## config.mk

```make
export PLATFORM = sky130hd
export DESIGN_NAME = query_string_pair_decoder
export DESIGN_NICKNAME = d
export VERILOG_FILES = /design/src/qspd_pkg.sv /design/src/query_string_pair_decoder.sv
export SDC_FILE = /design/constraint.sdc
export NUM_CORES = 1
export LEC_CHECK = 0
export BUFFER_PORTS_ARGS = -buffer_cell sky130_fd_sc_hd__buf_2
export CAP_MARGIN = 20
export CORE_MARGIN = 8
export CORE_UTILIZATION = 47
export CTS_CLUSTER_DIAMETER = 80
export CTS_CLUSTER_SIZE = 12
export DETAILED_ROUTE_END_ITERATION = 10
export GPL_TIMING_DRIVEN = 0
export PLACE_DENSITY = 0.76
export SKIP_LAST_GASP = 1
export SLEW_MARGIN = 15
export SYNTH_ARGS = -nofsm -noshare
export SYNTH_HDL_FRONTEND = slang
export SYNTH_SLANG_ARGS = --single-unit
export TNS_END_PERCENT = 10
```

## constraint.sdc

```tcl
create_clock -name clk -period 4.5 [get_ports clk]
set_input_delay 0.9 -clock clk [delete_from_list [all_inputs] [get_ports clk]]
set_output_delay 0.9 -clock clk [all_outputs]
set_load 0.05 [all_outputs]
```

## src/qspd_pkg.sv

```systemverilog
// shared types, character codes and hex digit decode for the query string pair decoder
package qspd_pkg;

    localparam logic [7:0] CHAR_PERCENT = 8'h25;
    localparam logic [7:0] CHAR_PLUS    = 8'h2B;
    localparam logic [7:0] CHAR_AMP     = 8'h26;
    localparam logic [7:0] CHAR_EQUALS  = 8'h3D;
    localparam logic [7:0] CHAR_SPACE   = 8'h20;

    localparam int unsigned NIBBLE_W = 4;

    localparam logic REG_PLUS_AS_SPACE = 1'b0;
    localparam logic REG_SPLIT_PAIRS   = 1'b1;

    typedef enum logic [1:0] {
        PH_PLAIN = 2'd0,
        PH_HIGH  = 2'd1,
        PH_LOW   = 2'd2
    } escape_phase_t;

    typedef struct packed {
        logic                ok;
        logic [NIBBLE_W-1:0] val;
    } hex_digit_t;

    function automatic hex_digit_t hex_decode(input logic [7:0] c);
        hex_digit_t d;
        logic [7:0] diff;
        d    = '0;
        diff = '0;
        if (c >= 8'h30 && c <= 8'h39)
        begin
            diff  = c - 8'h30;
            d.ok  = 1'b1;
            d.val = diff[NIBBLE_W-1:0];
        end
        else if (c >= 8'h41 && c <= 8'h46)
        begin
            diff  = c - 8'h37;
            d.ok  = 1'b1;
            d.val = diff[NIBBLE_W-1:0];
        end
        else if (c >= 8'h61 && c <= 8'h66)
        begin
            diff  = c - 8'h57;
            d.ok  = 1'b1;
            d.val = diff[NIBBLE_W-1:0];
        end
        return d;
    endfunction

endpackage

```

## src/query_string_pair_decoder.sv

```systemverilog
// query string pair decoder: streaming percent decoder with name/value pair splitting
//
// Takes one raw character per item and gives at most one result item for it. A new
// item can be accepted in every cycle while the output is not stalled; a result follows its
// item through an input register and then a result register, and the result register
// lets the next item be taken while a finished result waits. Characters that give no
// result (a '%', the first hex digit of an escape, the first '=' of a pair, anything
// after a bad escape) still pass through the input register. The item with in_last set
// always gives a result with string_end high and leaves the block ready for the next
// string. Register 0 (address 0) is plus_as_space, register 1 (address 4) is
// split_pairs; both reset to 1 and are to be written only while the block is idle.
module query_string_pair_decoder
    import qspd_pkg::*;
(
    input  logic        clk,
    input  logic        rst_n,

    input  logic        psel,
    input  logic        penable,
    input  logic        pwrite,
    input  logic [2:0]  paddr,
    input  logic [31:0] pwdata,
    output logic [31:0] prdata,
    output logic        pready,

    input  logic        in_valid,
    output logic        in_ready,
    input  logic [7:0]  in_byte,
    input  logic        in_last,

    output logic        out_valid,
    input  logic        out_ready,
    output logic        byte_valid,
    output logic [7:0]  out_byte,
    output logic        is_value,
    output logic        pair_end,
    output logic        string_end,
    output logic        bad_escape
);

    // configuration
    logic plus_as_space_reg;
    logic split_pairs_reg;
    logic cfg_write;
    logic cfg_index;

    // input register
    logic       s1_valid_reg;
    logic [7:0] s1_byte_reg;
    logic       s1_last_reg;

    // string state
    escape_phase_t        phase_reg;
    escape_phase_t        phase_next;
    logic [NIBBLE_W-1:0]  nibble_reg;
    logic [NIBBLE_W-1:0]  nibble_next;
    logic                 value_part_reg;
    logic                 value_part_next;
    logic                 value_part_upd;
    logic                 error_reg;
    logic                 error_next;
    logic                 error_upd;
    logic                 err;

    // result register
    logic       out_valid_reg;
    logic       byte_valid_reg;
    logic [7:0] out_byte_reg;
    logic       is_value_reg;
    logic       pair_end_reg;
    logic       string_end_reg;
    logic       bad_escape_reg;

    // result of the current item
    logic       emit;
    logic       res_bv;
    logic [7:0] res_byte;
    logic       res_isv;
    logic       res_pe;
    logic       res_se;
    logic       res_be;
    logic       isv_fixed;

    logic       advance;
    logic       fire;
    logic [7:0] chr;
    logic       is_pct;
    logic       is_amp;
    logic       is_eq;
    hex_digit_t hex;

    assign cfg_write = psel && penable && pwrite && pready;
    assign cfg_index = paddr[2];
    assign pready    = 1'b1;

    always_comb
    begin
        prdata = '0;
        unique case (cfg_index)
            REG_PLUS_AS_SPACE: prdata[0] = plus_as_space_reg;
            REG_SPLIT_PAIRS:   prdata[0] = split_pairs_reg;
            default:           prdata    = '0;
        endcase
    end

    always_ff @(posedge clk or negedge rst_n)
    begin
        if (!rst_n)
        begin
            plus_as_space_reg <= 1'b1;
            split_pairs_reg   <= 1'b1;
        end
        else if (cfg_write)
        begin
            if (cfg_index == REG_PLUS_AS_SPACE)
                plus_as_space_reg <= pwdata[0];
            if (cfg_index == REG_SPLIT_PAIRS)
                split_pairs_reg <= pwdata[0];
        end
    end

    // handshake
    assign advance  = !out_valid_reg || out_ready;
    assign fire     = s1_valid_reg && advance;
    assign in_ready = !s1_valid_reg || advance;

    always_ff @(posedge clk or negedge rst_n)
    begin
        if (!rst_n)
            s1_valid_reg <= 1'b0;
        else if (in_ready)
            s1_valid_reg <= in_valid;
    end

    always_ff @(posedge clk)
    begin
        if (in_ready && in_valid)
        begin
            s1_byte_reg <= in_byte;
            s1_last_reg <= in_last;
        end
    end

    // character classification
    assign chr    = (plus_as_space_reg && s1_byte_reg == CHAR_PLUS) ? CHAR_SPACE : s1_byte_reg;
    assign hex    = hex_decode(s1_byte_reg);
    assign is_pct = (chr == CHAR_PERCENT);
    assign is_amp = split_pairs_reg && (chr == CHAR_AMP);
    assign is_eq  = split_pairs_reg && (chr == CHAR_EQUALS) && !value_part_reg;

    // next state
    always_comb
    begin
        phase_next     = phase_reg;
        nibble_next    = nibble_reg;
        value_part_upd = value_part_reg;
        error_upd      = error_reg;
        err            = 1'b0;
        if (!error_reg)
        begin
            unique case (phase_reg)
                PH_HIGH:
                begin
                    if (hex.ok)
                    begin
                        nibble_next = hex.val;
                        phase_next  = PH_LOW;
                    end
                    else
                        err = 1'b1;
                end
                PH_LOW:
                begin
                    if (hex.ok)
                        phase_next = PH_PLAIN;
                    else
                        err = 1'b1;
                end
                PH_PLAIN:
                begin
                    if (is_pct)
                        phase_next = PH_HIGH;
                    else if (is_amp)
                        value_part_upd = 1'b0;
                    else if (is_eq)
                        value_part_upd = 1'b1;
                end
                default: phase_next = PH_PLAIN;
            endcase
            if (s1_last_reg && phase_next != PH_PLAIN)
                err = 1'b1;
            if (err)
                error_upd = 1'b1;
        end
        value_part_next = value_part_upd;
        error_next      = error_upd;
        if (s1_last_reg)
        begin
            phase_next      = PH_PLAIN;
            nibble_next     = '0;
            value_part_next = 1'b0;
            error_next      = 1'b0;
        end
    end

    // result of the item
    always_comb
    begin
        emit      = 1'b0;
        res_bv    = 1'b0;
        res_byte  = '0;
        res_isv   = 1'b0;
        res_pe    = 1'b0;
        res_se    = 1'b0;
        res_be    = 1'b0;
        isv_fixed = 1'b0;
        if (!error_reg)
        begin
            unique case (phase_reg)
                PH_LOW:
                begin
                    if (hex.ok)
                    begin
                        res_bv   = 1'b1;
                        res_byte = {nibble_reg, hex.val};
                        emit     = 1'b1;
                    end
                end
                PH_PLAIN:
                begin
                    if (is_amp)
                    begin
                        res_pe    = 1'b1;
                        res_isv   = value_part_reg;
                        isv_fixed = 1'b1;
                        emit      = 1'b1;
                    end
                    else if (!is_pct && !is_eq)
                    begin
                        res_bv   = 1'b1;
                        res_byte = chr;
                        emit     = 1'b1;
                    end
                end
                default: emit = 1'b0;
            endcase
        end
        if (err)
        begin
            res_be   = 1'b1;
            res_bv   = 1'b0;
            res_byte = '0;
            emit     = 1'b1;
        end
        if (!isv_fixed)
            res_isv = value_part_upd;
        if (!split_pairs_reg)
            res_isv = 1'b0;
        if (s1_last_reg)
        begin
            res_se = 1'b1;
            res_be = error_upd;
            res_pe = split_pairs_reg;
            emit   = 1'b1;
        end
    end

    always_ff @(posedge clk or negedge rst_n)
    begin
        if (!rst_n)
        begin
            phase_reg      <= PH_PLAIN;
            nibble_reg     <= '0;
            value_part_reg <= 1'b0;
            error_reg      <= 1'b0;
            out_valid_reg  <= 1'b0;
        end
        else
        begin
            if (fire)
            begin
                phase_reg      <= phase_next;
                nibble_reg     <= nibble_next;
                value_part_reg <= value_part_next;
                error_reg      <= error_next;
            end
            if (advance)
                out_valid_reg <= fire && emit;
        end
    end

    always_ff @(posedge clk)
    begin
        if (fire && emit)
        begin
            byte_valid_reg <= res_bv;
            out_byte_reg   <= res_byte;
            is_value_reg   <= res_isv;
            pair_end_reg   <= res_pe;
            string_end_reg <= res_se;
            bad_escape_reg <= res_be;
        end
    end

    assign out_valid  = out_valid_reg;
    assign byte_valid = byte_valid_reg;
    assign out_byte   = out_byte_reg;
    assign is_value   = is_value_reg;
    assign pair_end   = pair_end_reg;
    assign string_end = string_end_reg;
    assign bad_escape = bad_escape_reg;

endmodule
```

Yosys cells after proc, flatten, opt, wreduce, memory -nomap -nowiden. Cells that the tools add are included.

Flip-flop bits (word level): 34. Latch bits: 0. RAM bits: 0. ROM bits: 0. Bits of input ports: 51. Output and inout bits: 48. Logic and storage cells: 118. Memories kept: 0.

$add $sub $neg: 3. Multiply operators: 0. Div/mod/pow operators: 0. Magnitude comparators: 6. Equal/unequal tests: 7. Shifts and indexed selects: 0. Muxes and demuxes: 54. Bitwise logic cells: 1. Reductions and logical operators: 31.

Operators by type and width (number): $eq 8x6->1 const B (4); $mux 1 (32); $mux 8 (4); $ge 8x7->1 const B (2); $le 8x7->1 const B (2); $mux 4 (4); $pmux 8 s2 (1); $mux 5 (3); $logic_and 1x1->1 (14); $mux 2 (6); $ge 8x6->1 const B (1); $le 8x6->1 const B (1); $sub 4x3->4 const B (2); $pmux 1 s2 (3); $pmux 2 s3 (1); $reduce_and 2->1 (3); $reduce_bool 2->1 (3); $logic_not 1->1 (5); $reduce_and 4->1 (1); $reduce_or 2->1 (2); $sub 4x1->4 const B (1); $eq 2x1->1 const B (1); $eq 2x2->1 const B (1); $logic_not 2->1 (1); other kinds (3) (4).

Depth between registers and ports, before layout.
Depth in word-level cells: 16. Depth in mapped cells: 9. Depth with buffers taken out: 8.

Worst setup path before layout. No wires, ideal clock.

Kind: flip-flop to flip-flop. From: register s1_byte_reg[7]. To: register bad_escape_reg (netlist: bad_escape) (enable). Setup time: 0.404 ns. Arrival time: 2.762 ns. Path slack: 1.334 ns. Cell stages (with the launch flop): 8. Path buffers: 1. Path through: edfxtp_1 or3b_1 buf_6 a211oi_4 nor2_1 nor2b_1 a211oi_1 o31ai_1.

Longest elaborated chain between the ends: 16. Elaborated cells between the ends (all ways): 44. Those cells by class: order compare (6); eq/ne (4); mux (21); reduce/logical (13).

Ends and longest elaborated chain: from (decl) (line query_string_pair_decoder.sv:49) `logic [7:0] s1_byte_reg;`; from (signal assigned) (line query_string_pair_decoder.sv:139) `s1_byte_reg <= in_byte;`; $ge 8x7->1 / $le 8x7->1 (equally long branches) (line qspd_pkg.sv:43) `else if (c >= 8'h61 && c <= 8'h66)`; $logic_and 1x1->1 (line qspd_pkg.sv:43); $mux 5 (line qspd_pkg.sv:43); $mux 5 (line qspd_pkg.sv:37) `else if (c >= 8'h41 && c <= 8'h46)`; $mux 5 (line qspd_pkg.sv:31) `if (c >= 8'h30 && c <= 8'h39)`; $mux 2 (on tied branches) (line query_string_pair_decoder.sv:174, query_string_pair_decoder.sv:164); $pmux 2 s3 (line query_string_pair_decoder.sv:161) `unique case (phase_reg)`; $mux 2 (line query_string_pair_decoder.sv:159) `if (!error_reg)`; $reduce_bool 2->1 (line query_string_pair_decoder.sv:190) `if (s1_last_reg && phase_next != PH_PLAIN)`; $logic_and 1x1->1 (line query_string_pair_decoder.sv:190); $mux 1 (line query_string_pair_decoder.sv:190); $mux 1 (2 in series) (line query_string_pair_decoder.sv:159); $mux 1 (*) (line query_string_pair_decoder.sv:248) `if (err)`; $mux 1 (*) (line query_string_pair_decoder.sv:259) `if (s1_last_reg)`; $logic_and 1x1->1 (*) (line query_string_pair_decoder.sv:294) `if (fire && emit)`; to (signal assigned) (line query_string_pair_decoder.sv:301) `bad_escape_reg <= res_be;`; to (decl) (line query_string_pair_decoder.sv:72) `logic bad_escape_reg;`.

Every way passes the cells marked *; elsewhere a longest branch is shown, timed or not. The select of a mux whose other input is x is not followed. A chain may end at the register's enable or synchronous reset.

Final worst setup path.
From: register s1_byte_reg[7]. To: register out_byte_reg[3] (netlist: out_byte[3]) (enable).

Longest elaborated chain between the ends: 16. Elaborated cells between the ends (all ways): 44. Those cells by class: order compare (6); eq/ne (4); mux (21); reduce/logical (13).

Ends and longest elaborated chain: $ge 8x7->1 / $le 8x7->1 (equally long branches) (line qspd_pkg.sv:43); $logic_and 1x1->1 (line qspd_pkg.sv:43); $mux 5 (line qspd_pkg.sv:43); $mux 5 (line qspd_pkg.sv:37); $mux 5 (line qspd_pkg.sv:31); $mux 2 (on tied branches) (line query_string_pair_decoder.sv:174, query_string_pair_decoder.sv:164); $pmux 2 s3 (line query_string_pair_decoder.sv:161); $mux 2 (line query_string_pair_decoder.sv:159); $reduce_bool 2->1 (line query_string_pair_decoder.sv:190); $logic_and 1x1->1 (line query_string_pair_decoder.sv:190); $mux 1 (line query_string_pair_decoder.sv:190); $mux 1 (2 in series) (line query_string_pair_decoder.sv:159); $mux 1 (*) (line query_string_pair_decoder.sv:248); $mux 1 (*) (line query_string_pair_decoder.sv:259); $logic_and 1x1->1 (*) (line query_string_pair_decoder.sv:294); to (signal assigned) (line query_string_pair_decoder.sv:297) `out_byte_reg <= res_byte;`; to (decl) (line query_string_pair_decoder.sv:68) `logic [7:0] out_byte_reg;`.

Marked as above.

==> results.md <==
* Post-Synth XOR/XNOR Area at less than 1%
* Post-DP HPWL at 3690 um
* Main combinational cell family by area after synthesis: simple AND/OR/NAND/NOR gates
* FILL cells at 389
* Post-Syn Area per Cell at 10.1 um2
* Initial DRT Pass Iterations at 4
* Most common cell after layout, fill and taps aside: buf_2
* CORE AREA at around 0.0044 mm2
* Largest net degree at the start of global routing at 13
* Simple-gate share of the synthesized area at 17.9%
* Min-Delay Path Class: in -> async
* Detailed Route Iter0 Violations at around 150
* Slowest stage delay, CP at around 0.65 ns
* Post-layout min period at 3.15 ns
* Sequential share of the synthesized area at between 40 and 50%
* Data arrival, critical path at ~3.1 ns
* Critical path's top delay family: simple AND/OR/NAND/NOR gates
* Area delta synth->final at 20.5%
* Combinational power share at 26.8%
* Number of antenna diodes at 0
* Sequential power share at 45.7%
* Compound-Gate Fraction of Synth Area at 16.2%
* Area contributors post-synth: edfxtp_1 30%, dfrtp_1 12%, buf_4 11%
* Slew @ Worst Pin at 0.661 ns
* F_max at ~320 MHz
* Final core occ at roughly 59%
* Hold bufs inserted after CTS at 0
* Slew headroom at 55.3%
* # rows at 24
* CTS root buffer: clkbuf_8
* Clk sinks at 34
* Run status: finished clean
* Mux cell area share after synthesis at 1.55%
* CTS tree: yes
* CP Capture Type: flop
* Most frequent cells in the layout: 35 x buf_2, 33 x buf_4, 32 x conb_1
* Post-synth top area cell: edfxtp_1
* Main flop type after synthesis: edfxtp_1
* Share of cells above drive strength 1 at 31.7%
* Post-Synth Adder-Cell Area at 4.60%
* Post-CTS Repair Setup Buffers at 0
* Antenna violations before repair at 0
* Drt wl/cell at between 10 and 15 um
* Final-stage net count at 345
* Buf+Inv Stages, Crit Path at 1
* DRT Wirelength at 4520 um
* Number of global-route vias before repair at 1660
* CP Cell Sequence: nor4b_1 > and3_1 > nor2_1 > nor2b_1 > a211oi_1 > o31ai_2 > buf_4
* WS Path Type: reg -> reg
* Sw Pwr at around 0.28 mW
* Flops & latches, synth at 34
* Final ANT Viol Nets at 0
* Post-synth ARST share at 35.3%
* Crit-path slowest cell: nor4b_1
* GRT Util Overall at 13.3%
* Switching Fraction at 34.0%
* Ys Warns at 0
* H-Tree Depth at 2
* Starting density of the core at 49.3%
* Die outline height at 84.0 um
* Crit Path Max Fanout at 10
* Overflow after GRT at 0
* P_int at 0.547 mW
* First-pass GRT wire length at around 7800 um
* R2R setup slack at about 1.4 ns
* Startpoint class of the critical path: flop
* Worst reg-to-reg path cell count at 7
* Num CTS Buffers at 5
* Leak at 1.22 nW
* DRC viols at 0
* PD cells at 316 mW/mm2
* Worst-Skew Late Latency at 0.29 ns
* Final hold violation count at 0
* IO buf count at 33
* Worst clock skew at 0.00577 ns
* Die Area at 0.00706 mm2
* Post-Syn Instances at approximately 220
* CTS max path bufs at 2
* DIE WIDTH at ~84 um
* Setup Viol. Count Final at 0
* MaxCap Viol Count at 0
* Vias at 1676
* Setup TNS at 0 ns
* Number of synthesized flops with an enable pin at 22
* I/O pin cnt at 99
* Top-area cell type share of the netlist area at 30.4%
* Post-Syn Area at 0.00217 mm2
* Crit path depth at 7
* Worst endpoint required time at 4.49 ns
* Worst IR Drop VDD at 0.183 mV
* Clock transition at path regs at 0.07 ns
* RSZ-0062 raised after global routing: false
* Worst hold margin at 0.479 ns
* Final GP Congestion at 0.900
* Tcrit/Tclk final at 70.0%
* Vias per cell at 4.94
* Clock network power share at 27.5%
* Synth unique cells at 53
* Post-CTS sizing at 0
* Slew Limit Fails at 0
[cells in the mapped netlist, drive strengths merged (2+ instances only)]
library cell  instances
a22oi                 4
o41ai                 2
nor3b                 2
a211oi                4
dfrtp                10
conb                  2
clkbuf                3
nand2b                6
or3                   2
and3                  3
ha                    8
or2                   2
a31oi                 2
mux2                  3
inv                   7
nor3                  3
and2                  2
a21oi                 9
nor2                 15
or3b                  2
nand4                 3
buf                  36
o21ai                11
nand3                 5
dfstp                 2
a22o                  3
nand2                16
a21boi                2
nor2b                 7
edfxtp               22
[stage by stage]
stage / worst slack, ns / total power [mW] / cells / area (um2)
global placement: 0.617 / 0.601 / 330 / 2520
floorplan: 1.33 / 0.566 / 245 / 2290
global route: 1.13 / 0.868 / 339 / 2620
finish: 1.35 / 0.829 / 339 / 2620
detailed placement: 1.42 / 0.606 / 331 / 2530
CTS: 1.41 / 0.835 / 339 / 2620
[final cells by class]
type | count | area (um2) | area share [%]
plain buffers | 39 | 284 | 10.8
clock inverters | 1 | 5.00 | 0.191
multi-input cells | 165 | 1020 | 38.9
repair buffers | 34 | 173 | 6.59
inverters | 7 | 26.3 | 1.00
flip-flops and latches | 34 | 963 | 36.8
well taps | 52 | 65.1 | 2.48
clock buffers | 7 | 86.3 | 3.29
[worst paths after layout]
check / start / to
worst min register to register: nibble_reg[3] / nibble_reg[3]
worst max register to register: s1_byte_reg[7] / out_byte[3]
worst max-delay path: s1_byte_reg[7] / out_byte[3]
max in group asynchronous: rst_n / plus_as_space_reg
min in group clk: nibble_reg[3] / nibble_reg[3]
worst min-delay path: rst_n / phase_reg[1]
[power groups by stage]
stage / logic [mW] / registers (mW) / clock network (mW)
5_1_grt: 0.238 / 0.382 / 0.248
3_3_place_gp: 0.217 / 0.384 / 0
6_report: 0.222 / 0.379 / 0.228
2_1_floorplan: 0.143 / 0.423 / 0
4_1_cts: 0.222 / 0.379 / 0.235
3_5_place_dp: 0.221 / 0.385 / 0
[cells by family after synthesis]
logic type	count (synthesis)
buffers and inverters	46
xor gates and xnor gates	2
muxes	3
DFF	34
AOI/OAI and AO/OA	48
and+or+nand+nor	72
adders and majority gates	8
other	2
[layer usage]
layer / up-vias / part of all wire, % / GRT usage [%]
met2: 71 / 45 / 20.1
met4: 0 / 1.4 / 4.55
met5: - / 0 / 0
li1: 854 / - / -
met3: 5 / 8.4 / 5.18
met1: 746 / 45 / 16.7
(Power assumes the default switching activity.)
